--- config.mk ---
export PLATFORM = sky130hd
export DESIGN_NAME = burst_trimmed_mean_light_level_top
export DESIGN_NICKNAME = d
export VERILOG_FILES = /design/src/hdl/btmll_pkg.sv /design/src/hdl/burst_trimmed_mean_light_level_top.sv /design/src/hdl/btmll_sort.sv /design/src/hdl/btmll_fifo.sv /design/src/hdl/btmll_div.sv /design/src/hdl/btmll_calc.sv
export SDC_FILE = /design/constraint.sdc
export NUM_CORES = 1
export LEC_CHECK = 0
export BUFFER_PORTS_ARGS = -buffer_cell sky130_fd_sc_hd__buf_2
export CAP_MARGIN = 20
export CORE_MARGIN = 1
export CORE_UTILIZATION = 40
export DETAILED_ROUTE_END_ITERATION = 16
export PLACE_DENSITY_LB_ADDON = 0.1
export SETUP_SLACK_MARGIN = 0.15
export SLEW_MARGIN = 20
export SYNTH_ARGS = -nofsm -noshare
export SYNTH_HDL_FRONTEND = slang
export SYNTH_SLANG_ARGS = --single-unit
export TNS_END_PERCENT = 30
--- constraint.sdc ---
create_clock -name clock -period 16.86 [get_ports clock]
set_input_delay 2.529 -clock clock [delete_from_list [all_inputs] [get_ports clock]]
set_output_delay 2.529 -clock clock [all_outputs]
set_load 0.02 [all_outputs]
--- src/hdl/btmll_pkg.sv ---
`timescale 1ns / 1ps
// Shared constants and types of the burst trimmed-mean light level block.
package btmll_pkg;

   // Full-scale brightness in percent with eight fraction bits.
   localparam int PCT_W = 15;
   localparam logic [PCT_W-1:0] PCT_FULL_Q8 = 15'd25600;

   // Fill status of the burst queue between the sorter and the arithmetic part.
   typedef struct packed {
      logic full;
      logic empty;
   } q_status_type;

endpackage

--- src/hdl/burst_trimmed_mean_light_level_top.sv ---
`timescale 1ns / 1ps
// Top level of the burst trimmed-mean light level block.
//
// Requests enter through a queue-style port: a sample is taken at a clock edge
// where req_push is high and req_full is low. Each sample is inserted at once
// into a sorting cell chain, so samples may arrive on every cycle while req_full
// is low. When the chain holds a full burst of BURST_SIZE samples, the sorted
// burst moves into a two-entry queue and the chain starts on the next burst.
// The arithmetic back end takes one burst at a time: it sums the kept samples,
// one per cycle, then divides for the rounded mean and again for the brightness
// percentage, each division a multiplication by a scaled reciprocal with a
// registered quotient. The sorter collects the next burst while the back end
// works on the last one; with the defaults the back end needs longer per burst
// than the sorter does, so a sender that never pauses eventually sees req_full.
// A result appears on rsp_raw_mean and rsp_percent_q8 while rsp_empty is low and
// is taken at an edge where rsp_pop is high. If the receiver stalls, one result
// waits in the output register, the back end finishes the next burst and then
// holds, and req_full rises once both queue entries are occupied.
// A synchronous reset empties the queue and the output register and restarts
// the burst count.
module burst_trimmed_mean_light_level_top #(
   parameter int BURST_SIZE  = 9,
   parameter int TRIM        = 2,
   parameter int SAMPLE_BITS = 10
) (
   input  logic                        clock,
   input  logic                        reset,
   input  logic                        req_push,
   output logic                        req_full,
   input  logic [SAMPLE_BITS-1:0]      req_sample,
   input  logic                        rsp_pop,
   output logic                        rsp_empty,
   output logic [SAMPLE_BITS-1:0]      rsp_raw_mean,
   output logic [btmll_pkg::PCT_W-1:0] rsp_percent_q8
);

   localparam int ENTRY_W = BURST_SIZE * SAMPLE_BITS;

   btmll_pkg::q_status_type q_status;
   logic                    accept;
   logic                    burst_push;
   logic [ENTRY_W-1:0]      burst_data;
   logic [ENTRY_W-1:0]      q_data;
   logic                    q_pop;

   // Stall requests whenever the burst queue is full, so a completed burst
   // always finds room.
   assign req_full = q_status.full;
   assign accept   = req_push && !q_status.full;

   btmll_sort #(
      .BURST_SIZE (BURST_SIZE),
      .SAMPLE_BITS(SAMPLE_BITS)
   ) u_sort (
      .clock     (clock),
      .reset     (reset),
      .push      (accept),
      .sample    (req_sample),
      .burst_push(burst_push),
      .burst_data(burst_data)
   );

   btmll_fifo #(
      .WIDTH(ENTRY_W)
   ) u_fifo (
      .clock  (clock),
      .reset  (reset),
      .push   (burst_push),
      .wr_data(burst_data),
      .pop    (q_pop),
      .rd_data(q_data),
      .status (q_status)
   );

   btmll_calc #(
      .BURST_SIZE (BURST_SIZE),
      .TRIM       (TRIM),
      .SAMPLE_BITS(SAMPLE_BITS)
   ) u_calc (
      .clock         (clock),
      .reset         (reset),
      .q_status      (q_status),
      .q_data        (q_data),
      .q_pop         (q_pop),
      .rsp_pop       (rsp_pop),
      .rsp_empty     (rsp_empty),
      .rsp_raw_mean  (rsp_raw_mean),
      .rsp_percent_q8(rsp_percent_q8)
   );

endmodule

--- src/hdl/btmll_sort.sv ---
`timescale 1ns / 1ps
// Insertion-sorting sample chain that collects one burst and hands it on when complete.
module btmll_sort #(
   parameter int BURST_SIZE  = 9,
   parameter int SAMPLE_BITS = 10
) (
   input  logic                              clock,
   input  logic                              reset,
   input  logic                              push,
   input  logic [SAMPLE_BITS-1:0]            sample,
   output logic                              burst_push,
   output logic [BURST_SIZE*SAMPLE_BITS-1:0] burst_data
);

   localparam int CNT_W = (BURST_SIZE > 1) ? $clog2(BURST_SIZE) : 1;
   localparam logic [CNT_W-1:0] LAST_CNT = CNT_W'(BURST_SIZE - 1);

   logic [SAMPLE_BITS-1:0] chain_ff [BURST_SIZE];
   logic [SAMPLE_BITS-1:0] chain_in [BURST_SIZE];
   logic [BURST_SIZE-1:0]  gt;
   logic [BURST_SIZE-1:0]  below;
   logic [BURST_SIZE-1:0]  at_end;
   logic [CNT_W-1:0]       count_ff;
   logic [CNT_W-1:0]       count_in;

   // Each cell compares the new sample with its own entry; entries above the
   // sample move one place up and the sample drops into the gap.
   genvar i;
   generate
      for (i = 0; i < BURST_SIZE; i++) begin : g_cell
         assign below[i]  = CNT_W'(i) < count_ff;
         assign at_end[i] = CNT_W'(i) == count_ff;
         assign gt[i]     = below[i] && (chain_ff[i] > sample);
         if (i == 0) begin : g_first
            always_comb begin
               if (below[i] && !gt[i]) begin
                  chain_in[i] = chain_ff[i];
               end else if (below[i] || at_end[i]) begin
                  chain_in[i] = sample;
               end else begin
                  chain_in[i] = chain_ff[i];
               end
            end
         end else begin : g_rest
            always_comb begin
               if (below[i] && !gt[i]) begin
                  chain_in[i] = chain_ff[i];
               end else if (below[i] || at_end[i]) begin
                  chain_in[i] = gt[i-1] ? chain_ff[i-1] : sample;
               end else begin
                  chain_in[i] = chain_ff[i];
               end
            end
         end
         assign burst_data[i*SAMPLE_BITS +: SAMPLE_BITS] = chain_in[i];
      end
   endgenerate

   assign burst_push = push && (count_ff == LAST_CNT);

   always_comb begin
      count_in = count_ff;
      if (push) begin
         count_in = (count_ff == LAST_CNT) ? '0 : count_ff + CNT_W'(1);
      end
   end

   always_ff @(posedge clock) begin
      if (reset) begin
         count_ff <= '0;
      end else begin
         count_ff <= count_in;
      end
   end

   always_ff @(posedge clock) begin
      if (push) begin
         chain_ff <= chain_in;
      end
   end

endmodule

--- src/hdl/btmll_fifo.sv ---
`timescale 1ns / 1ps
// Two-entry queue that holds complete sorted bursts.
module btmll_fifo #(
   parameter int WIDTH = 90
) (
   input  logic                    clock,
   input  logic                    reset,
   input  logic                    push,
   input  logic [WIDTH-1:0]        wr_data,
   input  logic                    pop,
   output logic [WIDTH-1:0]        rd_data,
   output btmll_pkg::q_status_type status
);

   logic [WIDTH-1:0] mem_ff [2];
   logic             wr_ptr_ff;
   logic             rd_ptr_ff;
   logic [1:0]       cnt_ff;
   logic             do_push;
   logic             do_pop;

   assign status.full  = cnt_ff == 2'd2;
   assign status.empty = cnt_ff == 2'd0;
   assign do_push      = push && !status.full;
   assign do_pop       = pop && !status.empty;
   assign rd_data      = mem_ff[rd_ptr_ff];

   always_ff @(posedge clock) begin
      if (reset) begin
         wr_ptr_ff <= 1'b0;
         rd_ptr_ff <= 1'b0;
         cnt_ff    <= 2'd0;
      end else begin
         if (do_push) begin
            wr_ptr_ff <= !wr_ptr_ff;
         end
         if (do_pop) begin
            rd_ptr_ff <= !rd_ptr_ff;
         end
         cnt_ff <= cnt_ff + 2'(do_push) - 2'(do_pop);
      end
   end

   always_ff @(posedge clock) begin
      if (do_push) begin
         mem_ff[wr_ptr_ff] <= wr_data;
      end
   end

endmodule

--- src/hdl/btmll_div.sv ---
`timescale 1ns / 1ps
// Divider by a constant that multiplies by a scaled reciprocal and registers the quotient.
module btmll_div #(
   parameter int DW      = 25,
   parameter int DIVISOR = 1023
) (
   input  logic          clock,
   input  logic          reset,
   input  logic          start,
   input  logic [DW-1:0] dividend,
   output logic          done,
   output logic [DW-1:0] quotient
);

   // With SH = DW + ceil(log2(DIVISOR)) and the reciprocal rounded up, the
   // truncated product equals the exact quotient for every DW-bit dividend.
   localparam int SH = DW + $clog2(DIVISOR);
   localparam int RW = DW + 2;
   localparam int PW = DW + RW;
   localparam logic [63:0] ONE_SH    = 64'd1 << SH;
   localparam logic [63:0] DIV_L     = 64'(DIVISOR);
   localparam logic [63:0] RECIP_VAL = (ONE_SH + DIV_L - 64'd1) / DIV_L;
   localparam logic [RW-1:0] RECIP   = RW'(RECIP_VAL);

   logic          done_ff;
   logic [DW-1:0] quot_ff;
   logic [PW-1:0] product;

   assign product  = PW'(dividend) * PW'(RECIP);
   assign done     = done_ff;
   assign quotient = quot_ff;

   always_ff @(posedge clock) begin
      if (reset) begin
         done_ff <= 1'b0;
      end else begin
         done_ff <= start;
      end
   end

   always_ff @(posedge clock) begin
      if (start) begin
         quot_ff <= DW'(product >> SH);
      end
   end

endmodule

--- src/hdl/btmll_calc.sv ---
`timescale 1ns / 1ps
// Back end: sums the kept samples of a burst, divides, scales and holds the result.
module btmll_calc #(
   parameter int BURST_SIZE  = 9,
   parameter int TRIM        = 2,
   parameter int SAMPLE_BITS = 10
) (
   input  logic                              clock,
   input  logic                              reset,
   input  btmll_pkg::q_status_type           q_status,
   input  logic [BURST_SIZE*SAMPLE_BITS-1:0] q_data,
   output logic                              q_pop,
   input  logic                              rsp_pop,
   output logic                              rsp_empty,
   output logic [SAMPLE_BITS-1:0]            rsp_raw_mean,
   output logic [btmll_pkg::PCT_W-1:0]       rsp_percent_q8
);

   localparam int T_LIM  = (BURST_SIZE - 1) / 2;
   localparam int T_EFF  = (TRIM > T_LIM) ? T_LIM : TRIM;
   localparam int KEPT   = BURST_SIZE - 2 * T_EFF;
   localparam int IDX_W  = $clog2(BURST_SIZE);
   localparam int SUM_W  = SAMPLE_BITS + $clog2(BURST_SIZE);
   localparam int DW     = SAMPLE_BITS + btmll_pkg::PCT_W;
   localparam int MAX_INT = (1 << SAMPLE_BITS) - 1;
   localparam logic [IDX_W-1:0] FIRST_IDX = IDX_W'(T_EFF);
   localparam logic [IDX_W-1:0] LAST_IDX  = IDX_W'(BURST_SIZE - 1 - T_EFF);
   localparam logic [SAMPLE_BITS-1:0] SAMPLE_MAX = '1;

   localparam logic [2:0] S_IDLE  = 3'd0;
   localparam logic [2:0] S_SUM   = 3'd1;
   localparam logic [2:0] S_DIV1  = 3'd2;
   localparam logic [2:0] S_WAIT1 = 3'd3;
   localparam logic [2:0] S_MUL   = 3'd4;
   localparam logic [2:0] S_DIV2  = 3'd5;
   localparam logic [2:0] S_WAIT2 = 3'd6;
   localparam logic [2:0] S_OUT   = 3'd7;

   logic [2:0]                     state_ff, state_in;
   logic [IDX_W-1:0]               idx_ff, idx_in;
   logic [SUM_W-1:0]               acc_ff, acc_in;
   logic [SAMPLE_BITS-1:0]         mean_ff, mean_in;
   logic [DW-1:0]                  prod_ff, prod_in;
   logic [btmll_pkg::PCT_W-1:0]    pct_ff, pct_in;
   logic                           out_valid_ff, out_valid_in;
   logic [SAMPLE_BITS-1:0]         out_mean_ff, out_mean_in;
   logic [btmll_pkg::PCT_W-1:0]    out_pct_ff, out_pct_in;
   logic [SAMPLE_BITS-1:0]         entry;
   logic                           mean_start;
   logic [SUM_W-1:0]               mean_num;
   logic                           mean_done;
   logic [SUM_W-1:0]               mean_quot;
   logic                           pct_start;
   logic                           pct_done;
   logic [DW-1:0]                  pct_quot;
   logic                           out_free;

   // Rounded mean: (sum + KEPT/2) / KEPT.
   btmll_div #(
      .DW     (SUM_W),
      .DIVISOR(KEPT)
   ) u_mean_div (
      .clock   (clock),
      .reset   (reset),
      .start   (mean_start),
      .dividend(mean_num),
      .done    (mean_done),
      .quotient(mean_quot)
   );

   // Brightness scaling: divide by the full-scale ADC code.
   btmll_div #(
      .DW     (DW),
      .DIVISOR(MAX_INT)
   ) u_pct_div (
      .clock   (clock),
      .reset   (reset),
      .start   (pct_start),
      .dividend(prod_ff),
      .done    (pct_done),
      .quotient(pct_quot)
   );

   assign entry          = q_data[idx_ff*SAMPLE_BITS +: SAMPLE_BITS];
   assign mean_num       = acc_ff + SUM_W'(KEPT / 2);
   assign out_free       = !out_valid_ff || rsp_pop;
   assign rsp_empty      = !out_valid_ff;
   assign rsp_raw_mean   = out_mean_ff;
   assign rsp_percent_q8 = out_pct_ff;

   always_comb begin
      state_in     = state_ff;
      idx_in       = idx_ff;
      acc_in       = acc_ff;
      mean_in      = mean_ff;
      prod_in      = prod_ff;
      pct_in       = pct_ff;
      out_valid_in = out_valid_ff && !rsp_pop;
      out_mean_in  = out_mean_ff;
      out_pct_in   = out_pct_ff;
      q_pop        = 1'b0;
      mean_start   = 1'b0;
      pct_start    = 1'b0;
      unique case (state_ff)
         S_IDLE: begin
            if (!q_status.empty) begin
               idx_in   = FIRST_IDX;
               acc_in   = '0;
               state_in = S_SUM;
            end
         end
         S_SUM: begin
            acc_in = acc_ff + SUM_W'(entry);
            idx_in = idx_ff + IDX_W'(1);
            if (idx_ff == LAST_IDX) begin
               q_pop    = 1'b1;
               state_in = S_DIV1;
            end
         end
         S_DIV1: begin
            mean_start = 1'b1;
            state_in   = S_WAIT1;
         end
         S_WAIT1: begin
            if (mean_done) begin
               mean_in  = (mean_quot > SUM_W'(SAMPLE_MAX)) ? SAMPLE_MAX
                                                           : mean_quot[SAMPLE_BITS-1:0];
               state_in = S_MUL;
            end
         end
         S_MUL: begin
            // Darkness reading turned into brightness, scaled, plus half the divisor.
            prod_in  = DW'(SAMPLE_MAX - mean_ff) * DW'(btmll_pkg::PCT_FULL_Q8)
                       + DW'(SAMPLE_MAX >> 1);
            state_in = S_DIV2;
         end
         S_DIV2: begin
            pct_start = 1'b1;
            state_in  = S_WAIT2;
         end
         S_WAIT2: begin
            if (pct_done) begin
               pct_in   = (pct_quot > DW'(btmll_pkg::PCT_FULL_Q8)) ? btmll_pkg::PCT_FULL_Q8
                                                                   : pct_quot[btmll_pkg::PCT_W-1:0];
               state_in = S_OUT;
            end
         end
         S_OUT: begin
            if (out_free) begin
               out_valid_in = 1'b1;
               out_mean_in  = mean_ff;
               out_pct_in   = pct_ff;
               state_in     = S_IDLE;
            end
         end
         default: begin
            state_in = S_IDLE;
         end
      endcase
   end

   always_ff @(posedge clock) begin
      if (reset) begin
         state_ff     <= S_IDLE;
         out_valid_ff <= 1'b0;
      end else begin
         state_ff     <= state_in;
         out_valid_ff <= out_valid_in;
      end
   end

   always_ff @(posedge clock) begin
      idx_ff      <= idx_in;
      acc_ff      <= acc_in;
      mean_ff     <= mean_in;
      prod_ff     <= prod_in;
      pct_ff      <= pct_in;
      out_mean_ff <= out_mean_in;
      out_pct_ff  <= out_pct_in;
   end

endmodule
# Word-level counts from Yosys, hierarchy flattened
# Memories as Yosys holds them, arrays and structs flattened. A register that Yosys moved wholly into a read port is not among the register bits.
# Index checks and enable logic that the tools add are counted.
op_classes:
  addsub: 8
  n_mul: 4
  div: 0
  magnitude_cmp: 20
  n_eq_ne: 23
  n_shift: 1
  n_mux: 47
  bitwise_logic: 0
  n_reduce_logical: 57
op_table:
  columns: ["operator", "count"]
  rows:
  - ["$mux 10", 26]
  - ["$gt 10x10->1", 9]
  - ["$shiftx 90x9->10", 1]
  - ["$mul 25x26->51 const B", 1]
  - ["$mul 14x15->29 const B", 1]
  - ["$pmux 14 s2", 1]
  - ["$add 25x9->25 const B", 1]
  - ["$mul 25x5->15 const B", 1]
  - ["$pmux 3 s8", 1]
  - ["$logic_and 1x1->1", 23]
  - ["$eq 3x4->1 const A", 4]
  - ["$gt 16x15->1 const B", 1]
  - ["$lt 3x4->1 const A", 4]
  - ["$logic_not 1->1", 15]
  - ["$mux 3", 5]
  - ["$add 14x10->14", 1]
  - ["$add 14x2->14 const B", 1]
  - ["$mux 14", 1]
  - ["$eq 3x3->1 const B", 4]
  - ["$gt 12x10->1 const B", 1]
  - ["$sub 10x10->11 const A", 1]
  - ["$logic_or 1x1->1", 10]
  - ["$mux 1", 10]
  - ["$add 4x1->4 const B", 2]
  - ["24 further kinds", 35]
word_totals:
  ff_bits: 225
  latch_bits: 0
  mem_bits_rw: 180
  rom_bits: 0
  output_inout_bits: 27
  n_memories: 1
memory_table:
  columns: ["name", "words", "word_bits", "read_ports", "rd_clocked_by_memory_dff", "write_ports", "line", "source"]
  rows:
  - ["u_fifo.mem_ff", 2, 90, 1, 1, 1, "btmll_fifo.sv:15", "logic [WIDTH-1:0] mem_ff [2];"]

# Depth between registers and ports, before layout
logic_depth:
  word_depth: 7
  ltp_mapped: 26
  depth_no_buf: 26

# Modules after synthesis
# A second synthesis with hierarchy kept.
hier_totals:
  hier_cells: 2192
  area_unflattened_um2: 27229.9
by_module_without_submodules:
  columns: ["mod", "instances", "cells_each", "area_each_um2"]
  rows:
  - ["btmll_sort", 1, 618, 7081.8]
  - ["btmll_fifo", 1, 307, 6725.2]
  - ["btmll_calc", 1, 464, 5537.8]
  - ["btmll_div (u_calc.u_mean_div)", 1, 394, 3952.5]
  - ["btmll_div (u_calc.u_pct_div)", 1, 408, 3918.8]
  - ["burst_trimmed_mean_light_level_top", 1, 1, 13.8]

# Least setup slack after synthesis
# Ideal clock, no wire load.
synth_path:
  kind: "input to register"
  from: "in req_push"
  to: "mem u_fifo.mem_ff[0][0] (enable)"
  setup_ns: 0.550
  t_arrival_ns: 9.926
  slack_ns: 6.384
  cell_stages: 5
  path_buffers: 2
  cell_sequence: "nor2b_1 clkbuf_1 and3_1 clkbuf_1 nor2b_1"
synth_via:
  elab_chain_cells: 5
synth_rtl:
  columns: ["element", "line", "source"]
  rows:
  - ["start, declared", "burst_trimmed_mean_light_level_top.sv:28", "input logic req_push,"]
  - ["$logic_and 1x1->1", "burst_trimmed_mean_light_level_top.sv:49", "assign accept = req_push && !q_status.full;"]
  - ["via accept", "burst_trimmed_mean_light_level_top.sv:40", "logic accept;"]
  - ["$logic_and 1x1->1", "btmll_sort.sv:59", "assign burst_push = push && (count_ff == LAST_CNT);"]
  - ["$logic_and 1x1->1", "btmll_fifo.sv:24", "assign do_push = push && !status.full;"]
  - ["via u_fifo.do_push", "btmll_fifo.sv:19", "logic do_push;"]
  - ["$mux 1", "btmll_fifo.sv:45", "if (do_push) begin"]
  - ["$mux 1 (not written as such)", "btmll_fifo.sv:46", "mem_ff[wr_ptr_ff] <= wr_data;"]
  - ["end, declared", "btmll_fifo.sv:15", null]
# The timed path passes the listed nets, and every way through them passes these cells.

# Final worst setup path
layout_path:
  from: "reg u_calc.acc_ff[1]"
  to: "reg u_calc.u_mean_div.quot_ff[11], in the netlist u_calc.u_mean_div.quotient[11] (data pin)"
layout_via:
  elab_chain_cells: 2
layout_rtl:
  columns: ["element", "line", "source"]
  rows:
  - ["start, declared", "btmll_calc.sv:41", "logic [SUM_W-1:0] acc_ff, acc_in;"]
  - ["start signal, assigned", "btmll_calc.sv:174", "acc_ff <= acc_in;"]
  - ["$add 14x2->14", "btmll_calc.sv:85", "assign mean_num = acc_ff + SUM_W'(KEPT / 2);"]
  - ["$mul 14x15->29", "btmll_div.sv:29", "assign product = PW'(dividend) * PW'(RECIP);"]
  - ["via u_calc.u_mean_div.product[28]", "btmll_div.sv:27", "logic [PW-1:0] product;"]
  - ["end signal, assigned", "btmll_div.sv:43", "quot_ff <= DW'(product >> SH);"]
  - ["end, declared", "btmll_div.sv:26", "logic [DW-1:0] quot_ff;"]
# The timed path passes the listed nets, and every way through them passes these cells.
# A chain may end at the register's enable or synchronous reset.

==> impl_metrics.env <==
export IMPL_cts_root_buf="sky130_fd_sc_hd__clkbuf_16"
export IMPL_synthArstFlopShare_pct=0
export IMPL_finalHoldWorstSlack_ns=0.416
export IMPL_fin_util_pct=45.0
export IMPL_detail_route_wirelength_um=55600
export IMPL_wl_met2_um=27300
export IMPL_share_of_layout_cells_above_drive_strength_1_pct=14.2
export IMPL_number_of_synthesis_warnings=0
export IMPL_hold_path_end="u_calc.rsp_percent_q8[8]"
export IMPL_synth_cells=1939
export IMPL_postCtsResizedCells=0
export IMPL_critPathCaptureType="flop"
export IMPL_post_synth_cell_area_avg_um2=13.0
export IMPL_numCtsBuffers=46
export IMPL_fin_nets=2446
export IMPL_die_area_um2=63900
export IMPL_number_of_h_tree_levels=2
export IMPL_num_vias=14600
export IMPL_wirelength_met1_um=25400
export IMPL_track_usage_pct=18.1
export IMPL_slew_headroom_pct=30.3
export IMPL_pin_count=41
export IMPL_drtAntennaViolNets=0
export IMPL_leading_cell_types_in_the_layout_fill_and_taps_excluded="sky130_fd_sc_hd__edfxtp_1, sky130_fd_sc_hd__ha_1, sky130_fd_sc_hd__inv_1"
export IMPL_post_route_drc=0
export IMPL_grt_first_pass_wirelength_um=88100
export IMPL_timing_hold_worst_path_depth=0
export IMPL_rr_endpoint="u_calc.u_mean_div.quotient[11]"
export IMPL_fillers=5707
export IMPL_power_per_cell_area_nw_per_um2=191
export IMPL_layout_cells_most_common="sky130_fd_sc_hd__edfxtp_1"
export IMPL_grt_setup_unrepaired="no"
export IMPL_crit_path_max_fanout=8
export IMPL_area_growth_pct=10.8
export IMPL_worst_ir_drop_vdd_mv=0.265
export IMPL_static_leakage_nw=11.7
export IMPL_clk_path_buf_depth=3
export IMPL_hold_path_class="flop to flop"
export IMPL_critical_path_class="flop to flop"
export IMPL_outcome="finished, final reports clean"
export IMPL_synth_edf_count=381
export IMPL_setup_total_negative_slack_ns=0
export IMPL_half_perimeter_wire_length_after_detailed_placement_um=41200
export IMPL_worst_clock_skew_ns=0.0375
export IMPL_avgViaCountPerCell=5.10
export IMPL_setup_violations=0
export IMPL_hold_viol=0
export IMPL_worstHoldStart="u_calc.pct_ff[8]"
export IMPL_detail_route_iter0_violations=714
export IMPL_synth_ff_latch_count=396
export IMPL_startpoint_type="flop"
export IMPL_reg2reg_setup_slack_ns=9.89
export IMPL_tritoncts_num_sinks=396
export IMPL_reg2reg_depth=25
export IMPL_synth_yosys_seq_area_share_pct=46.7
export IMPL_yosys_cell_types_count=64
export IMPL_cp_slowest_stage_delay_ns=0.55
export IMPL_syn_nets=2390
export IMPL_ctsHoldBuffers=0
export IMPL_globalRoute_totalOverflow=0
export IMPL_largest_net_degree_at_the_start_of_global_routing=59
export IMPL_clk_pin_slew_ns=0.06
export IMPL_worst_endpoint_arrival_ns=7.29
export IMPL_timing_fmax_mhz=144
export IMPL_worst_path_max_delay_cell="sky130_fd_sc_hd__fa_1"
export IMPL_max_cap_violations=0
export IMPL_cts_setup_buffers=0
export IMPL_finalWorstPathRequiredPeriod_ns=6.97
export IMPL_floorplan_rows=91
export IMPL_synth_area_um2=25200
export IMPL_cp_data_required_time_ns=17.18
export IMPL_cts_tree="built"
export IMPL_met3RoutedLength_um=1560
export IMPL_initial_core_util_pct=40.6
export IMPL_cell_repeated_most_along_the_worst_path="sky130_fd_sc_hd__fa_1"
export IMPL_grt_pass1_vias=15200
export IMPL_transition_time_of_the_tightest_slew_check_pin_ns=1.04
export IMPL_slew_violations=0
export IMPL_gp_congestion=0.817
export IMPL_detail_route_wl_per_cell_um=19.4
export IMPL_ys_dominant_reg_cell="sky130_fd_sc_hd__edfxtp_1"
export IMPL_reg2reg_from="u_calc.acc_ff[1]"
export IMPL_layout_worst_path_cycle_share_pct=41.3
export IMPL_floorplan_core_area_um2=61900
export IMPL_total_of_buffers_placed_on_input_and_output_ports=40
export IMPL_dieHeight_um=253
export IMPL_drt_pre_antenna_iters=4
export IMPL_initial_antenna_violation_count=4
export IMPL_die_width_um=253
export IMPL_route_top_layer_used="met4"
export IMPL_clock_insertion_delay_worst_skew_ns=0.61
==> critical path, delay by kind of cell, from the launching register on <==
kind	cells	cell delay, ns
adders and majority gates	9	3.62
and+or+nand+nor	4	0.78
buffers and inverters	4	0.23
xor gates and xnor gates	2	0.28
DFF	1	0.51
AOI/OAI and AO/OA	6	1.31
==> per-layer routing <==
metal	GRT usage, %	up-vias
li1	-	7177
met1	23.6	7202
met2	31.3	168
met3	2.28	80
met4	5.02	0
met5	0	-
==> registers in the layout (all words and copies together) (netlist names), named ones only <==
| register | count |
|---|---|
| u_fifo.mem_ff | 180 |
| u_sort.chain_ff | 90 |
| u_calc.u_pct_div.quotient | 16 |
| u_calc.pct_ff | 15 |
| u_calc.prod_ff | 15 |
| u_calc.rsp_percent_q8 | 15 |
| u_calc.acc_ff | 14 |
| u_calc.u_mean_div.quotient | 12 |
| u_calc.mean_ff | 10 |
| u_calc.rsp_raw_mean | 10 |
| u_calc.idx_ff | 4 |
| u_sort.count_ff | 4 |
| u_calc.state_ff | 3 |
| u_fifo.cnt_ff | 2 |
| u_calc.out_valid_ff | 1 |
| u_calc.u_mean_div.done | 1 |
| u_calc.u_pct_div.done | 1 |
| u_fifo.rd_ptr_ff | 1 |
| u_fifo.wr_ptr_ff | 1 |
==> final cells by class <==
| class | count | area [um^2] | area share (%) |
|---|---|---|---|
| diodes | 1 | 2.50 | 0.00897 |
| repair buffers | 58 | 348 | 1.25 |
| multi-input cells | 1228 | 12300 | 44.0 |
| clock buffers | 64 | 1240 | 4.44 |
| inverters | 265 | 995 | 3.57 |
| well taps | 837 | 1050 | 3.75 |
| clock inverters | 21 | 249 | 0.893 |
| flip-flops and latches | 396 | 11700 | 42.1 |
==> power breakdown <==
part           total (mW)  switching [mW]  leakage, nW  internal (mW)
Clock               0.990           0.413        0.718          0.577
Combinational        3.05            1.71         7.37           1.34
Sequential           1.28          0.0304         3.62           1.25
==> per-stage QoR <==
| stage | area, um^2 | worst slack (ns) | std cells | power (mW) |
|---|---|---|---|---|
| 2_1_floorplan | 25200 | 6.38 | 1939 | 3.69 |
| 3_3_place_gp | 26400 | 9.96 | 2783 | 4.37 |
| 3_5_place_dp | 26400 | 9.81 | 2784 | 4.41 |
| 4_1_cts | 27900 | 9.81 | 2869 | 5.44 |
| 5_1_grt | 27900 | 9.48 | 2870 | 5.92 |
| 6_report | 27900 | 9.89 | 2870 | 5.32 |
==> cells in the mapped netlist, drive strengths merged, types with 15 or more instances <==
master / n / share of area (%)
nor2b: 21 / 0.52
nand4: 22 / 0.55
mux2: 92 / 4.2
dfxtp: 15 / 1.2
clkbuf: 37 / 0.56
xnor2: 40 / 1.4
and2: 20 / 0.50
xor2: 23 / 0.80
a21oi: 82 / 1.7
mux2i: 53 / 2.2
nor2: 74 / 1.1
nand3: 22 / 0.44
o21ai: 60 / 1.2
fa: 68 / 5.4
or3: 16 / 0.40
mux4: 49 / 4.4
a21o: 44 / 1.3
nand2: 59 / 0.88
ha: 369 / 18
inv: 265 / 4.0
edfxtp: 381 / 45
nor3: 23 / 0.46
==> how the worst max path moves through the flow <==
stage	depth (start not counted)	startpoint	to	slack [ns]
3_5_place_dp	25	u_calc.acc_ff[1]	u_calc.u_mean_div.quotient[11]	9.81
6_report	25	u_calc.acc_ff[1]	u_calc.u_mean_div.quotient[11]	9.89
4_1_cts	25	u_calc.acc_ff[1]	u_calc.u_mean_div.quotient[11]	9.81
5_1_grt	26	u_calc.acc_ff[3]	u_calc.u_mean_div.quotient[11]	9.48
2_1_floorplan	5	req_push	u_fifo.mem_ff[0][0]	6.38
3_3_place_gp	25	u_calc.acc_ff[1]	u_calc.u_mean_div.quotient[11]	9.96
==> kinds of logic after synthesis <==
family	count (synthesis)	synth area share [%]
compound gates	246	6.09
simple gates	288	5.73
buf+inv	315	4.80
xor+xnor	63	2.19
fa+ha+maj	437	23.8
mux	194	10.8
flops	396	46.7
No activity file was read; power rests on OpenSTA's default activity.
